**src/sv/ffc_pkg.sv**
```systemverilog
`timescale 1ns / 1ps
// ---------------------------------------------------------------------------
// Flat-field correction package
// Payload types, configuration register codes and fixed constants shared by
// the pipeline stages of the flat-field correction block.
// ---------------------------------------------------------------------------
package ffc_pkg;

  // Width of the fixed-point result field.
  localparam int OutBits = 33;
  // Quotient bits produced by each divider stage.
  localparam int DivStepsPerStage = 4;

  typedef enum logic [1:0] {
    RegFlatPresent     = 2'd0,
    RegDarkPresent     = 2'd1,
    RegFlatDarkPresent = 2'd2,
    RegMaskPresent     = 2'd3
  } ffc_reg_e;

  typedef struct packed {
    logic [15:0] raw_pixel;
    logic [15:0] dark_pixel;
    logic [15:0] flat_pixel;
    logic [15:0] flat_dark_pixel;
    logic        mask_keep;
  } ffc_in_t;

  typedef struct packed {
    logic signed [OutBits-1:0] corrected;
    logic                      gain_zero;
  } ffc_out_t;

  typedef struct packed {
    logic flat_present;
    logic dark_present;
    logic flat_dark_present;
    logic mask_present;
  } ffc_cfg_t;

  // Control that travels alongside the operands through every stage.
  typedef struct packed {
    logic valid;
    logic neg;
    logic gain_zero;
  } ffc_ctl_t;

endpackage

```
**src/sv/ffc_front.sv**
```systemverilog
`timescale 1ns / 1ps
// ---------------------------------------------------------------------------
// Flat-field correction operand stage
// Forms the signed numerator and denominator, the sign of the result, the
// masked/zero-gain flag and the divider operands.
// ---------------------------------------------------------------------------
module ffc_front #(
  parameter int PIXEL_BITS = 16,
  parameter int FRAC_BITS  = 16,
  parameter int QUO_BITS   = 32
) (
  input  logic                    clk_i,
  input  logic                    rst_ni,
  input  logic                    en_i,
  input  logic                    valid_i,
  input  ffc_pkg::ffc_in_t        in_i,
  input  ffc_pkg::ffc_cfg_t       cfg_i,
  output ffc_pkg::ffc_ctl_t       ctl_o,
  output logic [PIXEL_BITS-1:0]   dvsr_o,
  output logic [QUO_BITS-1:0]     dvnd_o
);

  logic [PIXEL_BITS-1:0] raw, dark, flat, fdark;
  logic [PIXEL_BITS:0]   num, den;
  logic [PIXEL_BITS-1:0] num_mag, den_mag;
  logic                  num_neg, den_neg, zero_gain;
  ffc_pkg::ffc_ctl_t     ctl_d, ctl_q;
  logic [PIXEL_BITS-1:0] dvsr_d, dvsr_q;
  logic [QUO_BITS-1:0]   dvnd_d, dvnd_q;

  assign raw   = PIXEL_BITS'(in_i.raw_pixel);
  assign dark  = PIXEL_BITS'(in_i.dark_pixel);
  assign flat  = PIXEL_BITS'(in_i.flat_pixel);
  assign fdark = PIXEL_BITS'(in_i.flat_dark_pixel);

  always_comb begin
    num = cfg_i.dark_present ? ({1'b0, raw} - {1'b0, dark}) : {1'b0, raw};
    if (cfg_i.flat_dark_present) begin
      den = {1'b0, flat} - {1'b0, fdark};
    end else if (cfg_i.dark_present) begin
      den = {1'b0, flat} - {1'b0, dark};
    end else begin
      den = {1'b0, flat};
    end
    num_neg = num[PIXEL_BITS];
    den_neg = den[PIXEL_BITS];
    num_mag = num_neg ? PIXEL_BITS'(-num) : num[PIXEL_BITS-1:0];
    den_mag = den_neg ? PIXEL_BITS'(-den) : den[PIXEL_BITS-1:0];
    zero_gain = cfg_i.flat_present &&
                ((cfg_i.mask_present && !in_i.mask_keep) || (den == '0));

    // Without a flat, or when the result is forced to zero, divide by one.
    if (!cfg_i.flat_present || zero_gain) begin
      dvsr_d = PIXEL_BITS'(1);
    end else begin
      dvsr_d = den_mag;
    end
    dvnd_d = QUO_BITS'({num_mag, {FRAC_BITS{1'b0}}});
    if (zero_gain) begin
      dvnd_d = '0;
    end

    ctl_d.valid     = valid_i;
    ctl_d.neg       = num_neg ^ (cfg_i.flat_present & den_neg);
    ctl_d.gain_zero = zero_gain;
  end

  always_ff @(posedge clk_i or negedge rst_ni) begin
    if (!rst_ni) begin
      ctl_q <= '0;
    end else if (en_i) begin
      ctl_q <= ctl_d;
    end
  end

  always_ff @(posedge clk_i) begin
    if (en_i) begin
      dvsr_q <= dvsr_d;
      dvnd_q <= dvnd_d;
    end
  end

  assign ctl_o  = ctl_q;
  assign dvsr_o = dvsr_q;
  assign dvnd_o = dvnd_q;

endmodule

```
**src/sv/ffc_div_stage.sv**
```systemverilog
`timescale 1ns / 1ps
// ---------------------------------------------------------------------------
// Flat-field correction divider stage
// One registered slice of a restoring divider that retires a fixed number
// of quotient bits per stage.
// ---------------------------------------------------------------------------
module ffc_div_stage #(
  parameter int PIXEL_BITS = 16,
  parameter int QUO_BITS   = 32
) (
  input  logic                  clk_i,
  input  logic                  rst_ni,
  input  logic                  en_i,
  input  ffc_pkg::ffc_ctl_t     ctl_i,
  input  logic [PIXEL_BITS-1:0] dvsr_i,
  input  logic [PIXEL_BITS-1:0] rem_i,
  input  logic [QUO_BITS-1:0]   quo_i,
  output ffc_pkg::ffc_ctl_t     ctl_o,
  output logic [PIXEL_BITS-1:0] dvsr_o,
  output logic [PIXEL_BITS-1:0] rem_o,
  output logic [QUO_BITS-1:0]   quo_o
);

  ffc_pkg::ffc_ctl_t     ctl_q;
  logic [PIXEL_BITS-1:0] dvsr_q;
  logic [PIXEL_BITS-1:0] rem_d, rem_q;
  logic [QUO_BITS-1:0]   quo_d, quo_q;
  logic [PIXEL_BITS:0]   trial;

  // The shift register holds the unconsumed dividend bits at the top and
  // collects quotient bits at the bottom.
  always_comb begin
    rem_d = rem_i;
    quo_d = quo_i;
    trial = '0;
    for (int s = 0; s < ffc_pkg::DivStepsPerStage; s++) begin
      trial = {rem_d, quo_d[QUO_BITS-1]};
      quo_d = {quo_d[QUO_BITS-2:0], 1'b0};
      if (trial >= {1'b0, dvsr_i}) begin
        rem_d    = PIXEL_BITS'(trial - {1'b0, dvsr_i});
        quo_d[0] = 1'b1;
      end else begin
        rem_d = trial[PIXEL_BITS-1:0];
      end
    end
  end

  always_ff @(posedge clk_i or negedge rst_ni) begin
    if (!rst_ni) begin
      ctl_q <= '0;
    end else if (en_i) begin
      ctl_q <= ctl_i;
    end
  end

  always_ff @(posedge clk_i) begin
    if (en_i) begin
      dvsr_q <= dvsr_i;
      rem_q  <= rem_d;
      quo_q  <= quo_d;
    end
  end

  assign ctl_o  = ctl_q;
  assign dvsr_o = dvsr_q;
  assign rem_o  = rem_q;
  assign quo_o  = quo_q;

endmodule

```
**src/sv/ffc_pack.sv**
```systemverilog
`timescale 1ns / 1ps
// ---------------------------------------------------------------------------
// Flat-field correction output stage
// Applies the sign, saturates to the signed result range and holds the
// result transaction until the receiver takes it.
// ---------------------------------------------------------------------------
module ffc_pack #(
  parameter int QUO_BITS = 32
) (
  input  logic                clk_i,
  input  logic                rst_ni,
  input  logic                en_i,
  input  ffc_pkg::ffc_ctl_t   ctl_i,
  input  logic [QUO_BITS-1:0] quo_i,
  output logic                valid_o,
  output ffc_pkg::ffc_out_t   out_o
);

  localparam int ExtBits = (QUO_BITS > ffc_pkg::OutBits) ? QUO_BITS : ffc_pkg::OutBits + 1;
  localparam logic [ExtBits-1:0] PosLimit = ExtBits'(34'h0_FFFF_FFFF);
  localparam logic [ExtBits-1:0] NegLimit = ExtBits'(34'h1_0000_0000);

  logic [ExtBits-1:0] quo_ext, lim, mag, signed_mag;
  logic               neg;
  ffc_pkg::ffc_out_t  out_d, out_q;
  logic               valid_q;

  always_comb begin
    quo_ext    = ExtBits'(quo_i);
    neg        = ctl_i.neg && (quo_i != '0);
    lim        = neg ? NegLimit : PosLimit;
    mag        = (quo_ext > lim) ? lim : quo_ext;
    signed_mag = neg ? (~mag + ExtBits'(1)) : mag;
    out_d.corrected = signed_mag[ffc_pkg::OutBits-1:0];
    out_d.gain_zero = ctl_i.gain_zero;
    if (ctl_i.gain_zero) begin
      out_d.corrected = '0;
    end
  end

  always_ff @(posedge clk_i or negedge rst_ni) begin
    if (!rst_ni) begin
      valid_q <= 1'b0;
    end else if (en_i) begin
      valid_q <= ctl_i.valid;
    end
  end

  always_ff @(posedge clk_i) begin
    if (en_i) begin
      out_q <= out_d;
    end
  end

  assign valid_o = valid_q;
  assign out_o   = out_q;

endmodule

```
**src/sv/flat_field_correction.sv**
```systemverilog
`timescale 1ns / 1ps
// ---------------------------------------------------------------------------
// Flat-field correction
// Per-pixel dark subtraction and flat-field gain in signed fixed point.
// ---------------------------------------------------------------------------
// Usage:
//   Input channel (in_valid_i / in_stall_o / in_data_i) takes one pixel with
//   its dark, flat, flat-dark and mask samples per transaction. The output
//   channel (out_valid_o / out_stall_i / out_data_o) returns one corrected
//   pixel per input, in order.
//   The four presence registers are to be written through cfg_we_i, cfg_idx_i
//   and cfg_wdata_i only while the pipeline is empty; the block itself does not
//   enforce this. They reset to zero. Throughput is one pixel per clock while
//   the output is not stalled. The pipeline has one operand stage, one
//   restoring divider stage per four quotient bits, and one saturation and
//   output register stage.
//   Reset empties the pipeline; nothing is held over.
//   When the receiver stalls, the output register holds its transaction and
//   stages behind it keep moving until they run into a full stage, so
//   bubbles are squeezed out. in_stall_o rises only once every stage is full
//   and the output is stalled.
// ---------------------------------------------------------------------------
module flat_field_correction #(
  parameter int PIXEL_BITS = 16,
  parameter int FRAC_BITS  = 16
) (
  input  logic              clk_i,
  input  logic              rst_ni,
  input  logic              in_valid_i,
  output logic              in_stall_o,
  input  ffc_pkg::ffc_in_t  in_data_i,
  output logic              out_valid_o,
  input  logic              out_stall_i,
  output ffc_pkg::ffc_out_t out_data_o,
  input  logic              cfg_we_i,
  input  logic [1:0]        cfg_idx_i,
  input  logic              cfg_wdata_i
);

  localparam int QuoWidth  = PIXEL_BITS + FRAC_BITS;
  localparam int DivStages = (QuoWidth + ffc_pkg::DivStepsPerStage - 1) /
                             ffc_pkg::DivStepsPerStage;
  localparam int QuoBits   = DivStages * ffc_pkg::DivStepsPerStage;

  ffc_pkg::ffc_cfg_t     cfg_q;
  ffc_pkg::ffc_ctl_t     ctl  [DivStages+1];
  logic [PIXEL_BITS-1:0] dvsr [DivStages+1];
  logic [PIXEL_BITS-1:0] rem  [DivStages+1];
  logic [QuoBits-1:0]    quo  [DivStages+1];
  // Stage enables: operand stage, divider stages, output stage.
  logic [DivStages+1:0]  en;

  always_ff @(posedge clk_i or negedge rst_ni) begin
    if (!rst_ni) begin
      cfg_q <= '0;
    end else if (cfg_we_i) begin
      case (ffc_pkg::ffc_reg_e'(cfg_idx_i))
        ffc_pkg::RegFlatPresent:     cfg_q.flat_present      <= cfg_wdata_i;
        ffc_pkg::RegDarkPresent:     cfg_q.dark_present      <= cfg_wdata_i;
        ffc_pkg::RegFlatDarkPresent: cfg_q.flat_dark_present <= cfg_wdata_i;
        ffc_pkg::RegMaskPresent:     cfg_q.mask_present      <= cfg_wdata_i;
        default:                     cfg_q                   <= cfg_q;
      endcase
    end
  end

  // A stage loads when it is empty or its contents move on this cycle.
  assign en[DivStages+1] = !out_valid_o || !out_stall_i;
  for (genvar k = 0; k <= DivStages; k++) begin : g_en
    assign en[k] = !ctl[k].valid || en[k+1];
  end
  assign in_stall_o = !en[0];

  ffc_front #(
    .PIXEL_BITS (PIXEL_BITS),
    .FRAC_BITS  (FRAC_BITS),
    .QUO_BITS   (QuoBits)
  ) u_front (
    .clk_i   (clk_i),
    .rst_ni  (rst_ni),
    .en_i    (en[0]),
    .valid_i (in_valid_i),
    .in_i    (in_data_i),
    .cfg_i   (cfg_q),
    .ctl_o   (ctl[0]),
    .dvsr_o  (dvsr[0]),
    .dvnd_o  (quo[0])
  );
  assign rem[0] = '0;

  for (genvar s = 0; s < DivStages; s++) begin : g_div
    ffc_div_stage #(
      .PIXEL_BITS (PIXEL_BITS),
      .QUO_BITS   (QuoBits)
    ) u_div (
      .clk_i  (clk_i),
      .rst_ni (rst_ni),
      .en_i   (en[s+1]),
      .ctl_i  (ctl[s]),
      .dvsr_i (dvsr[s]),
      .rem_i  (rem[s]),
      .quo_i  (quo[s]),
      .ctl_o  (ctl[s+1]),
      .dvsr_o (dvsr[s+1]),
      .rem_o  (rem[s+1]),
      .quo_o  (quo[s+1])
    );
  end

  ffc_pack #(
    .QUO_BITS (QuoBits)
  ) u_pack (
    .clk_i   (clk_i),
    .rst_ni  (rst_ni),
    .en_i    (en[DivStages+1]),
    .ctl_i   (ctl[DivStages]),
    .quo_i   (quo[DivStages]),
    .valid_o (out_valid_o),
    .out_o   (out_data_o)
  );

  // A forced-zero pixel never carries a non-zero value.
  a_zero_gain_value: assert property (@(posedge clk_i) disable iff (!rst_ni)
    out_valid_o && out_data_o.gain_zero |-> out_data_o.corrected == '0)
    else $error("gain_zero result with non-zero corrected value");

  // Back-pressure only comes from a stalled, occupied output register.
  a_stall_source: assert property (@(posedge clk_i) disable iff (!rst_ni)
    in_stall_o |-> out_valid_o && out_stall_i)
    else $error("input stalled while output is free");

  // A stalled output transaction is still there on the next cycle.
  a_out_held: assert property (@(posedge clk_i) disable iff (!rst_ni)
    out_valid_o && out_stall_i |=> out_valid_o && $stable(out_data_o))
    else $error("stalled result lost or changed");

endmodule
```
**config.mk**
```make
export PLATFORM = sky130hd
export DESIGN_NAME = flat_field_correction
export DESIGN_NICKNAME = d
export VERILOG_FILES = /design/src/sv/ffc_pkg.sv /design/src/sv/ffc_front.sv /design/src/sv/ffc_div_stage.sv /design/src/sv/ffc_pack.sv /design/src/sv/flat_field_correction.sv
export SDC_FILE = /design/constraint.sdc
export NUM_CORES = 2
export LEC_CHECK = 0
export BUFFER_PORTS_ARGS = -buffer_cell sky130_fd_sc_hd__clkbuf_2
export CAP_MARGIN = 30
export CORE_MARGIN = 3
export CORE_UTILIZATION = 58
export CTS_BUF_LIST = sky130_fd_sc_hd__clkbuf_4 sky130_fd_sc_hd__clkbuf_8
export CTS_CLUSTER_DIAMETER = 150
export DETAILED_ROUTE_END_ITERATION = 8
export PLACE_DENSITY = 0.82
export RECOVER_POWER = 100
export SLEW_MARGIN = 10
export SYNTH_ARGS = -nofsm -noshare
export SYNTH_HDL_FRONTEND = slang
export SYNTH_HIERARCHICAL = 1
export SYNTH_SLANG_ARGS = --single-unit
```
**constraint.sdc**
```tcl
create_clock -name clk_i -period 16.3 [get_ports clk_i]
set_input_delay 3.26 -clock clk_i [delete_from_list [all_inputs] [get_ports clk_i]]
set_output_delay 3.26 -clock clk_i [all_outputs]
set_load 0.02 [all_outputs]
```
==> impl_metrics.toml <==
[worst_setup_path]
timing.rr.start = "g_div[2].u_div/dvsr_o[10]$_DFFE_PP_"
cp.depth = 39
slowest_stage = "clkbuf_1"
critPathBufInv = 6
worst_ep_arrival_time_ns = 13.62
crit_family = "compound AO/OA/AOI/OAI gates"
slowest_delay_ns = 0.94
reg2reg_depth = 39
cp-end-kind = "flop"
crit_type = "flop to flop"
reg2reg_to = "g_div[3].u_div/rem_o[12]$_DFFE_PP_"
crit_path_start = "g_div[2].u_div/dvsr_o[10]$_DFFE_PP_"
critPathLaunchType = "flop"
ff2ff_setup_slack_ns = 3.12
critPathMaxFanout = 29
endpoint = "g_div[3].u_div/rem_o[12]$_DFFE_PP_"
cp_data_required_time_ns = 16.74

[timing]
period_needed_ns = 13.18
slew_headroom = -1.63
fmaxAchievable_mhz = 75.9
drv_slew = 694
rsz0062_at_grt = "no"
hold_viol = 0
post-route-period-util = 0.809
setup_violations = 0
clock_skew_ns = 0.0639
tns_ns = 0
worst_pin_slew_ns = 3.95

[status]
violations = "max-capacitance violations, max-slew violations"
status = "complete, but fails checks"

[floorplan]
core-area_um2 = 93700
std_cell_rows = 112
num_io_pins = 109
die_w_um = 314
dieHeight_um = 314
die_area_um2 = 98600
start_util = 0.587

[placed_design]
placed_area_um2 = 56700
gp_congestion = 0.970
dp_hpwl_um = 111000
io_buffers = 108
dpl.cell_count = 7024

[clock_tree]
cts.sinks = 578
ctsResizeCount = 0
cts_setup_buffers = 0
clk_latency_ns = 0.76
hold_buffers = 0
cts_tree = "done"
h-tree-depth = 3
cts_buffers = 94
path_clk_slew_ns = 0.07
clock_path_buffers = 3
cts-root-buf = "clkbuf_8"

[yosys]
syn_inst = 5740
ys_warn_count = 6
syn_avg_cell_area_um2 = 9.59
synth_area_um2 = 55000

[routing]
wl_per_cell_um = 19.9
vias = 45879
drc = 0
ant_nets = 0
postRouteWirelength_um = 143000
vias_per_cell = 6.37
drt_first_pass_iters = 6
drt_iter0_drc = 3888

[global_route]
grt_overflow = 0
grt_antenna_before_repair = 1
grt_pass1_vias = 43455
grt_usage = 0.280
grt_start_max_net_pins = 68
grt_pass1_wl_um = 226000

[final_layout]
mostFrequentLayoutCells = "ha_1, edfxtp_1, a21oi_1"
drive_above_1_share = 0.106
area_delta_synth_final_pct = 6.36
fin_cells = 7205
layout_commonest_cell = "ha_1"
fin_nets = 6574
postLayoutCellArea_um2 = 58500

[run]
max-cap-violations = 18

[min_path]
min-delay-path-class = "flop to flop"
[state kept, by name (all words and copies together), names as in the netlist]
signal,flops
u_front/ctl_o,3
g_div.u_div/quo_o,256
u_pack/valid_o,1
g_div.u_div/rem_o,112
g_div.u_div/dvsr_o,112
cfg_q,4
u_front/dvnd_o,16
u_front/dvsr_o,16
g_div.u_div/ctl_o,24
u_pack/out_o,34
[cell type report]
cell class,count,area [um^2]
Clock inverter,62,806
Sequential cell,578,17200
Tap cell,1254,1570
Fill cell,7565,35200
Antenna cell,2,5.00
Timing Repair Buffer,131,599
Inverter,399,1510
Clock buffer,113,1440
Multi-Input combinational cell,4666,35400
[metal layers]
layer | routed length [um] | track usage | part of all wire | vias up
li1 | - | - | - | 21913
met1 | 60200 | 0.359 | 0.42 | 21732
met2 | 68000 | 0.476 | 0.47 | 1825
met3 | 8430 | 0.0334 | 0.059 | 409
met4 | 6530 | 0.124 | 0.046 | 0
met5 | 0 | 0 | 0 | -
[through the flow]
step / util / hold WS [ns] / setup slack [ns]
5_1_grt: 0.624 / 0.379 / 2.11
4_1_cts: 0.629 / 0.364 / 4.85
6_report: 0.624 / 0.366 / 3.12
2_1_floorplan: - / 0.400 / 6.84
3_5_place_dp: 0.605 / 0.405 / 4.85
3_3_place_gp: 0.604 / 0.400 / 5.04
[worst min-delay path by stage]
stage,endpoint,depth (start not counted),start,slack [ns]
after floorplan,g_div[0].u_div/quo_o[20]$_DFFE_PP_,0,u_front/dvnd_o[16]$_SDFFCE_PP0P_,0.40
after global placement,g_div[1].u_div/quo_o[28]$_DFFE_PP_,0,g_div[0].u_div/quo_o[24]$_DFFE_PP_,0.40
after detailed placement,g_div[0].u_div/quo_o[28]$_DFFE_PP_,0,u_front/dvnd_o[24]$_SDFFCE_PP0P_,0.40
after CTS,g_div[1].u_div/quo_o[19]$_DFFE_PP_,0,g_div[0].u_div/quo_o[15]$_DFFE_PP_,0.36
after global routing,g_div[1].u_div/quo_o[19]$_DFFE_PP_,0,g_div[0].u_div/quo_o[15]$_DFFE_PP_,0.38
final,g_div[1].u_div/quo_o[19]$_DFFE_PP_,0,g_div[0].u_div/quo_o[15]$_DFFE_PP_,0.37
Power is left out: the tool's default activity adds up to more than one toggle a clock period on the data nets, which glitch-free logic cannot reach.
